### src/hw/rtl/adcs_pkg.sv
// Types, codes and helper functions shared by the ADC averaging scanner files.
package adcs_pkg;

   localparam int ModeW = 2;
   localparam int SampleW = 10;
   localparam int SumW = 16;
   localparam int MuxW = 6;
   localparam int ChanW = 5;
   localparam int TotalW = 32;
   localparam int KindW = 2;

   // Input item codes.
   localparam logic [ModeW-1:0] MODE_SAMPLE = 2'd0;
   localparam logic [ModeW-1:0] MODE_UP = 2'd1;
   localparam logic [ModeW-1:0] MODE_DOWN = 2'd2;

   // Result item codes.
   localparam logic [KindW-1:0] KIND_BUTTON = 2'd0;
   localparam logic [KindW-1:0] KIND_USER = 2'd1;
   localparam logic [KindW-1:0] KIND_CHANNEL = 2'd2;

   localparam logic [ChanW-1:0] BAND_GAP_CHANNEL = 5'd16;
   localparam logic [MuxW-1:0] BAND_GAP_MUX = 6'h1e;

   typedef struct packed {
      logic [KindW-1:0] result_kind;
      logic [SumW-1:0] average_sum;
      logic [MuxW-1:0] next_mux;
      logic [ChanW-1:0] user_channel;
      logic [TotalW-1:0] conversions;
   } rsp_payload_type;

   typedef struct packed {
      logic step_up;
      logic step_down;
   } step_cmd_type;

   typedef struct packed {
      logic [ChanW-1:0] channel;
      logic [MuxW-1:0] mux;
      logic [ChanW-1:0] channel_next;
      logic [MuxW-1:0] mux_next;
   } chan_status_type;

   // Channels 0..15 get two zero bits inserted above bit 2; bit 3 lands on bit 5.
   function automatic logic [MuxW-1:0] chan_to_mux(input logic [ChanW-1:0] ch);
      logic [MuxW-1:0] code;
      code = {ch[3], 2'b00, ch[2:0]};
      if (ch == BAND_GAP_CHANNEL) begin
         code = BAND_GAP_MUX;
      end
      return code;
   endfunction

endpackage

### src/hw/rtl/adcs_if.sv
// Handshake channel interfaces of the ADC averaging scanner.
interface adcs_req_if;
   logic valid;
   logic ready;
   logic [adcs_pkg::ModeW-1:0] mode;
   logic [adcs_pkg::SampleW-1:0] sample;

   modport source (output valid, output mode, output sample, input ready);
   modport sink (input valid, input mode, input sample, output ready);
endinterface

interface adcs_rsp_if;
   logic valid;
   logic ready;
   adcs_pkg::rsp_payload_type payload;

   modport source (output valid, output payload, input ready);
   modport sink (input valid, input payload, output ready);
endinterface

interface adcs_csr_if;
   logic valid;
   logic ready;
   logic [adcs_pkg::MuxW-1:0] button_mux_code;

   modport source (output valid, output button_mux_code, input ready);
   modport sink (input valid, input button_mux_code, output ready);
endinterface

### src/hw/rtl/adcs_channel.sv
// User channel selector: steps the channel with wrap and keeps its multiplexer code.
module adcs_channel (
   input  logic                       clock,
   input  logic                       reset,
   input  adcs_pkg::step_cmd_type     step,
   output adcs_pkg::chan_status_type  status
);

   logic [adcs_pkg::ChanW-1:0] channel_ff, channel_in;
   logic [adcs_pkg::MuxW-1:0] mux_ff, mux_in;

   always_comb begin
      channel_in = channel_ff;
      if (step.step_up) begin
         channel_in = (channel_ff >= adcs_pkg::BAND_GAP_CHANNEL) ? '0
                      : channel_ff + adcs_pkg::ChanW'(1);
      end else if (step.step_down) begin
         channel_in = (channel_ff == '0 || channel_ff > adcs_pkg::BAND_GAP_CHANNEL)
                      ? adcs_pkg::BAND_GAP_CHANNEL : channel_ff - adcs_pkg::ChanW'(1);
      end
      mux_in = (step.step_up || step.step_down) ? adcs_pkg::chan_to_mux(channel_in) : mux_ff;
   end

   always_ff @(posedge clock) begin
      if (reset) begin
         channel_ff <= adcs_pkg::BAND_GAP_CHANNEL;
         mux_ff <= adcs_pkg::BAND_GAP_MUX;
      end else begin
         channel_ff <= channel_in;
         mux_ff <= mux_in;
      end
   end

   assign status.channel = channel_ff;
   assign status.mux = mux_ff;
   assign status.channel_next = channel_in;
   assign status.mux_next = mux_in;

endmodule

### src/hw/rtl/adc_two_channel_averaging_scanner.sv
// The scanner takes one item per clock while its skid entry is empty: a sample is added
// to the running sum in the cycle it is accepted, and a channel step updates the user
// channel in that same cycle, so the state is always current for the next item. Results
// leave through an output register backed by one skid entry, in the cycle after the item
// that causes them when the result side is ready and later while it stalls. The input is
// ready whenever the skid entry is empty, so a stalled result side holds the input off
// only after two results are waiting. A series result comes every AVG_COUNT samples
// and alternates between the button and the user input; configuration writes are
// taken in any cycle.
module adc_two_channel_averaging_scanner #(
   parameter int AVG_COUNT = 64
) (
   input  logic        clock,
   input  logic        reset,
   adcs_req_if.sink    req,
   adcs_rsp_if.source  rsp,
   adcs_csr_if.sink    csr
);

   localparam int CntW = $clog2(AVG_COUNT + 1);
   localparam logic [CntW-1:0] CntLoad = CntW'(AVG_COUNT);

   logic [adcs_pkg::MuxW-1:0] button_mux_ff;
   logic reading_button_ff, reading_button_in;
   logic [CntW-1:0] samples_left_ff, samples_left_in;
   logic [adcs_pkg::SumW-1:0] running_sum_ff, running_sum_in;
   logic [adcs_pkg::TotalW-1:0] sample_total_ff, sample_total_in;

   logic out_valid_ff, out_valid_in;
   logic skid_valid_ff, skid_valid_in;
   adcs_pkg::rsp_payload_type out_ff, out_in;
   adcs_pkg::rsp_payload_type skid_ff, skid_in;

   logic accept;
   logic is_sample;
   logic series_done;
   logic new_valid;
   logic pop;
   logic [adcs_pkg::SumW-1:0] sum_next;
   adcs_pkg::rsp_payload_type new_rsp;
   adcs_pkg::step_cmd_type step;
   adcs_pkg::chan_status_type chan;

   assign csr.ready = 1'b1;
   assign req.ready = !skid_valid_ff;
   assign accept = req.valid && req.ready;
   assign pop = out_valid_ff && rsp.ready;

   always_comb begin
      step = '0;
      is_sample = 1'b0;
      unique case (req.mode)
         adcs_pkg::MODE_SAMPLE: is_sample = accept;
         adcs_pkg::MODE_UP: step.step_up = accept;
         adcs_pkg::MODE_DOWN: step.step_down = accept;
         default: ;
      endcase
   end

   adcs_channel u_channel (
      .clock  (clock),
      .reset  (reset),
      .step   (step),
      .status (chan)
   );

   assign sum_next = running_sum_ff + adcs_pkg::SumW'(req.sample);
   assign series_done = is_sample && (samples_left_ff == CntW'(1));

   always_comb begin
      reading_button_in = reading_button_ff;
      samples_left_in = samples_left_ff;
      running_sum_in = running_sum_ff;
      sample_total_in = sample_total_ff;
      if (is_sample) begin
         sample_total_in = sample_total_ff + adcs_pkg::TotalW'(1);
         if (series_done) begin
            reading_button_in = !reading_button_ff;
            samples_left_in = CntLoad;
            running_sum_in = '0;
         end else begin
            samples_left_in = samples_left_ff - CntW'(1);
            running_sum_in = sum_next;
         end
      end
   end

   // The series result names the source to switch to next.
   always_comb begin
      new_rsp.conversions = sample_total_in;
      if (is_sample) begin
         new_rsp.result_kind = reading_button_ff ? adcs_pkg::KIND_BUTTON : adcs_pkg::KIND_USER;
         new_rsp.average_sum = sum_next;
         new_rsp.next_mux = reading_button_ff ? chan.mux : button_mux_ff;
         new_rsp.user_channel = chan.channel;
      end else begin
         new_rsp.result_kind = adcs_pkg::KIND_CHANNEL;
         new_rsp.average_sum = '0;
         new_rsp.next_mux = chan.mux_next;
         new_rsp.user_channel = chan.channel_next;
      end
      new_valid = series_done || step.step_up || step.step_down;
   end

   // Output register with one skid entry behind it; items leave in arrival order.
   always_comb begin
      out_valid_in = out_valid_ff;
      out_in = out_ff;
      skid_valid_in = skid_valid_ff;
      skid_in = skid_ff;
      if (out_valid_ff && !pop) begin
         if (new_valid) begin
            skid_valid_in = 1'b1;
            skid_in = new_rsp;
         end
      end else if (skid_valid_ff) begin
         out_valid_in = 1'b1;
         out_in = skid_ff;
         skid_valid_in = 1'b0;
      end else begin
         out_valid_in = new_valid;
         out_in = new_rsp;
      end
   end

   always_ff @(posedge clock) begin
      if (reset) begin
         button_mux_ff <= '0;
         reading_button_ff <= 1'b1;
         samples_left_ff <= CntLoad;
         running_sum_ff <= '0;
         sample_total_ff <= '0;
         out_valid_ff <= 1'b0;
         skid_valid_ff <= 1'b0;
      end else begin
         if (csr.valid && csr.ready) begin
            button_mux_ff <= csr.button_mux_code;
         end
         reading_button_ff <= reading_button_in;
         samples_left_ff <= samples_left_in;
         running_sum_ff <= running_sum_in;
         sample_total_ff <= sample_total_in;
         out_valid_ff <= out_valid_in;
         skid_valid_ff <= skid_valid_in;
      end
   end

   always_ff @(posedge clock) begin
      out_ff <= out_in;
      skid_ff <= skid_in;
   end

   assign rsp.valid = out_valid_ff;
   assign rsp.payload = out_ff;

   // The skid entry is only ever filled behind a waiting output.
   assert property (@(posedge clock) disable iff (reset) skid_valid_ff |-> out_valid_ff)
      else $error("skid entry holds an item while the output register is empty");

   // After a channel step the output register always holds a result in the next cycle.
   assert property (@(posedge clock) disable iff (reset)
      (step.step_up || step.step_down) |=> out_valid_ff)
      else $error("channel step produced no result");

   assert property (@(posedge clock) disable iff (reset)
      samples_left_ff != '0 && samples_left_ff <= CntLoad)
      else $error("series counter left its range");

   assert property (@(posedge clock) disable iff (reset)
      out_valid_ff |-> out_ff.user_channel <= adcs_pkg::BAND_GAP_CHANNEL)
      else $error("user channel beyond the band gap channel");

endmodule
### src/flat_wrapper.sv
// flat-port wrapper written by rule: the top's interface ports become plain ports
module adc_two_channel_averaging_scanner_flat 
#(
   parameter int AVG_COUNT = 64
)
  (clock, reset, req_valid, req_mode, req_sample, req_ready, rsp_valid, rsp_payload, rsp_ready, csr_valid, csr_button_mux_code, csr_ready);
  adcs_req_if req_i ();
  adcs_rsp_if rsp_i ();
  adcs_csr_if csr_i ();
  input  logic clock;
  input  logic reset;
  input wire logic [$bits(req_i.valid)-1:0] req_valid;
  input wire logic [$bits(req_i.mode)-1:0] req_mode;
  input wire logic [$bits(req_i.sample)-1:0] req_sample;
  output wire logic [$bits(req_i.ready)-1:0] req_ready;
  output wire logic [$bits(rsp_i.valid)-1:0] rsp_valid;
  output wire logic [$bits(rsp_i.payload)-1:0] rsp_payload;
  input wire logic [$bits(rsp_i.ready)-1:0] rsp_ready;
  input wire logic [$bits(csr_i.valid)-1:0] csr_valid;
  input wire logic [$bits(csr_i.button_mux_code)-1:0] csr_button_mux_code;
  output wire logic [$bits(csr_i.ready)-1:0] csr_ready;
  assign req_i.valid = req_valid;
  assign req_i.mode = req_mode;
  assign req_i.sample = req_sample;
  assign req_ready = req_i.ready;
  assign rsp_valid = rsp_i.valid;
  assign rsp_payload = rsp_i.payload;
  assign rsp_i.ready = rsp_ready;
  assign csr_i.valid = csr_valid;
  assign csr_i.button_mux_code = csr_button_mux_code;
  assign csr_ready = csr_i.ready;
  adc_two_channel_averaging_scanner #(.AVG_COUNT(AVG_COUNT)) u_core (.clock(clock), .reset(reset), .req(req_i), .rsp(rsp_i), .csr(csr_i));
endmodule
### config.mk
export PLATFORM = sky130hd
export DESIGN_NAME = adc_two_channel_averaging_scanner_flat
export DESIGN_NICKNAME = d
export VERILOG_FILES = /design/src/hw/rtl/adcs_pkg.sv /design/src/hw/rtl/adcs_if.sv /design/src/hw/rtl/adcs_channel.sv /design/src/hw/rtl/adc_two_channel_averaging_scanner.sv /design/src/flat_wrapper.sv
export SDC_FILE = /design/constraint.sdc
export NUM_CORES = 1
export LEC_CHECK = 0
export BUFFER_PORTS_ARGS = -buffer_cell sky130_fd_sc_hd__buf_2
export CAP_MARGIN = 15
export CORE_ASPECT_RATIO = 0.9
export CORE_MARGIN = 2
export CORE_UTILIZATION = 45
export CTS_BUF_LIST = sky130_fd_sc_hd__clkbuf_8
export CTS_CLUSTER_DIAMETER = 60
export DETAILED_ROUTE_END_ITERATION = 7
export GPL_TIMING_DRIVEN = 0
export PLACE_DENSITY = 0.69
export SLEW_MARGIN = 40
export SYNTH_ARGS = -nofsm -noshare
export SYNTH_HDL_FRONTEND = slang
export SYNTH_SLANG_ARGS = --single-unit
### constraint.sdc
create_clock -name clock -period 8.4 [get_ports clock]
set_clock_uncertainty 0.1 [all_clocks]
set_input_delay 0.84 -clock clock [delete_from_list [all_inputs] [get_ports clock]]
set_output_delay 0.84 -clock clock [all_outputs]
set_load 0.01 [all_outputs]
==> flow_summary.toml <==
[status]
status = "completed"

[power_and_ir_drop]
sw_frac_of_total = 0.271
ir_worst_vdd_mv = 0.103
power.switching_mw = 0.502
intPower_mw = 1.35
seqPwrFrac = 0.579
power.share.clock = 0.334
power.density_nw_per_um2 = 187
combPwrFrac = 0.087
p_leak_nw = 4.15

[layout]
drive_gt1_frac = 0.203
area_growth_pct = 14.6
design_area_sq_um = 9910
n_antenna_cell = 0
final_common_cell = "edfxtp_1"
nNetsFinal = 867
final_cell_mix = "122 x edfxtp_1, 85 x buf_2, 75 x dfxtp_1, 60 x nand2_1, 44 x nor2_1"

[hold_path]
hp-class = "flop to flop"

[worst_setup_path]
setup.worst_path.start = "u_core.skid_valid_ff"
worstReg2RegEnd = "u_core.rsp.payload[38]"
cp-start-kind = "flop"
crit_path_top_delay_cell = "clkbuf_1"
r2r_start = "u_core.u_channel.channel_ff[0]"
path_class = "flop to output port"
cp-endpoint = "req_ready"
critPathRequiredTime_ns = 7.46
cpPeakStageDelay_ns = 0.54
path_max_fanout = 10
r2r_slack_ns = 5.22
crit_path_end_kind = "output port"
reg2reg_depth = 10
path_cells = "buf_2 -> inv_1 -> clkbuf_1 -> clkbuf_1 -> buf_2"
cp.arrival_ns = 2.29

[grt]
grt_pass1_wl_microns = 27800
grt.overflow.total = 0
grt.total_usage = 0.178
grt_antenna_before_repair = 0
grt_pass1_vias = 5455
grt_max_degree = 28

[synth]
syn_inst = 721
synthesis.nets = 762
seq_area_frac_synth = 0.597
synth_edf_count = 122
syn_area_sq_um = 8650
synth-seq-cells = 197
ys_async_sr_fraction = 0
synth.distinct_cells = 64
ys.warnings.count = 0
synth_ff_type = "edfxtp_1"
avgSynthCellArea_sq_um = 12.0

[clock_tree]
cts_tree = "built"
post_cts_buffers = 0
cts_max_level = 4
cts_buffers = 17
clk_path_buf_depth = 2
ctsHoldBuffers = 0
clk_latency_ns = 0.49
cts.sinks = 197
clk_pin_slew_ns = 0.11
cts-resized-gates = 0
clock-root-buffer = "clkbuf_8"

[sta]
period_share = 0.385
slew_viol_final = 0
finalHoldViolCount = 0
setup_ws_ns = 5.17
fin_setup_tns_ns = 0
rsz0062_at_grt = "false"
setup_viol = 0
slew_headroom = 0.558
tightest_slew_ns = 0.661
layout_min_cycle_time_ns = 3.23
max_freq_mhz = 309

[routing]
via_per_inst = 5.20
num_vias = 5665
ant_nets = 0
post-route-drc-count = 0
drt_iter0_drc = 260
wirelength_microns = 17500
dr.pass1.iters = 5
avgRoutedWirePerCell_microns = 16.0

[placement]
dp_hpwl_microns = 12300
numPortBuffers = 81
dp_worst_setup_slack_ns = 4.70
post_dp_cell_area_sq_um = 9500
globalplace.congestion = 0.862

[floorplanning]
start_util = 0.454
die_h_microns = 136
pin_count = 87
die_w_microns = 150
coreArea_sq_um = 19000
die_area_sq_um = 20400
rows = 48

[run]
maxCapViolCount = 0
[metal layers]
| layer | track usage | up-vias | part of all wire |
|---|---|---|---|
| li1 | - | 2813 | - |
| met1 | 0.247 | 2740 | 0.49 |
| met2 | 0.280 | 93 | 0.47 |
| met3 | 0.0374 | 19 | 0.031 |
| met4 | 0.0582 | 0 | 0.014 |
| met5 | 0 | - | 0 |
[per-stage QoR]
step | total power, mW | utilization | hold slack [ns] | instances
2_1_floorplan | 1.20 | - | 0.336 | 721
3_3_place_gp | 1.25 | 0.492 | 0.343 | 1052
3_5_place_dp | 1.26 | 0.499 | 0.351 | 1057
4_1_cts | 1.87 | 0.521 | 0.366 | 1089
5_1_grt | 1.92 | 0.521 | 0.394 | 1089
6_report | 1.85 | 0.521 | 0.365 | 1089
[how the worst min path moves through the flow]
stage	from	endpoint	depth (start not counted)
detailed placement	u_core.running_sum_ff[0]	u_core.running_sum_ff[0]	2
floorplan	u_core.running_sum_ff[0]	u_core.running_sum_ff[0]	2
finish	u_core.running_sum_ff[0]	u_core.running_sum_ff[0]	2
global placement	u_core.running_sum_ff[0]	u_core.running_sum_ff[0]	2
global route	u_core.running_sum_ff[5]	u_core.running_sum_ff[5]	2
CTS	u_core.running_sum_ff[0]	u_core.running_sum_ff[0]	2
[state kept, by name, indices dropped and copies added, names as in the netlist]
signal / count
u_core.rsp.payload: 61
u_core.skid_ff: 61
u_core.sample_total_ff: 32
u_core.running_sum_ff: 16
u_core.samples_left_ff: 7
u_core.button_mux_ff: 6
u_core.u_channel.mux_ff: 6
u_core.u_channel.channel_ff: 5
u_core.reading_button_ff: 1
u_core.rsp.valid: 1
u_core.skid_valid_ff: 1
[logic make-up after synthesis]
kind of cell | after synthesis | share of synthesized area
xor gates and xnor gates | 47 | 0.0476
buffers and inverters | 53 | 0.0240
and+or+nand+nor | 246 | 0.153
other | 1 | 0.000433
muxes | 52 | 0.0661
adders and majority gates | 18 | 0.0269
AOI/OAI and AO/OA | 107 | 0.0852
DFF | 197 | 0.597
[layout make-up]
type / count / area, sq um
Clock buffer: 17 / 234
Buffer: 34 / 136
Inverter: 19 / 71.3
Tap cell: 250 / 313
Timing Repair Buffer: 86 / 518
Fill cell: 1668 / 9130
Clock inverter: 15 / 178
Multi-Input combinational cell: 471 / 3300
Sequential cell: 197 / 5160
[synthesized netlist by cell type, drive strengths merged, types with 3 or more instances]
| cell | instances | share of area |
|---|---|---|
| inv | 19 | 0.0082 |
| buf | 8 | 0.0045 |
| dfxtp | 75 | 0.17 |
| a21o | 18 | 0.016 |
| a21oi | 23 | 0.013 |
| a211o | 3 | 0.0030 |
| and4 | 3 | 0.0030 |
| nor2b | 42 | 0.030 |
| o2bb2ai | 3 | 0.0030 |
| edfxtp | 122 | 0.42 |
| o21bai | 3 | 0.0026 |
| xnor2 | 24 | 0.024 |
| nor2 | 44 | 0.019 |
| nor3b | 7 | 0.0061 |
| a31oi | 10 | 0.0072 |
| nand2b | 9 | 0.0065 |
| mux2 | 41 | 0.053 |
| and3 | 9 | 0.0065 |
| o211ai | 8 | 0.0069 |
| o21a | 8 | 0.0069 |
| nand2 | 60 | 0.026 |
| o22ai | 3 | 0.0022 |
| clkbuf | 26 | 0.011 |
| xor2 | 23 | 0.023 |
| nor4 | 7 | 0.0075 |
| o21ai | 9 | 0.0052 |
| nand3 | 26 | 0.015 |
| nand4 | 8 | 0.0065 |
| mux2i | 11 | 0.013 |
| nand3b | 5 | 0.0043 |
| a211oi | 4 | 0.0035 |
| nor3 | 6 | 0.0035 |
| ha | 17 | 0.025 |
| and2 | 9 | 0.0065 |
[power by group through the flow]
stage | Combinational (mW) | Sequential, mW | Clock (mW)
floorplan | 0.0917 | 1.11 | 0
global placement | 0.155 | 1.10 | 0
detailed placement | 0.162 | 1.10 | 0
CTS | 0.164 | 1.07 | 0.635
global route | 0.181 | 1.08 | 0.668
finish | 0.162 | 1.07 | 0.619
[worst max-delay path: cells and delay by family (launching register included)]
kind | cells | cell delay [ns]
buffers and inverters | 5 | 1.48
DFF | 1 | 0.32
Note: power is estimated with default switching activity, not from simulation.
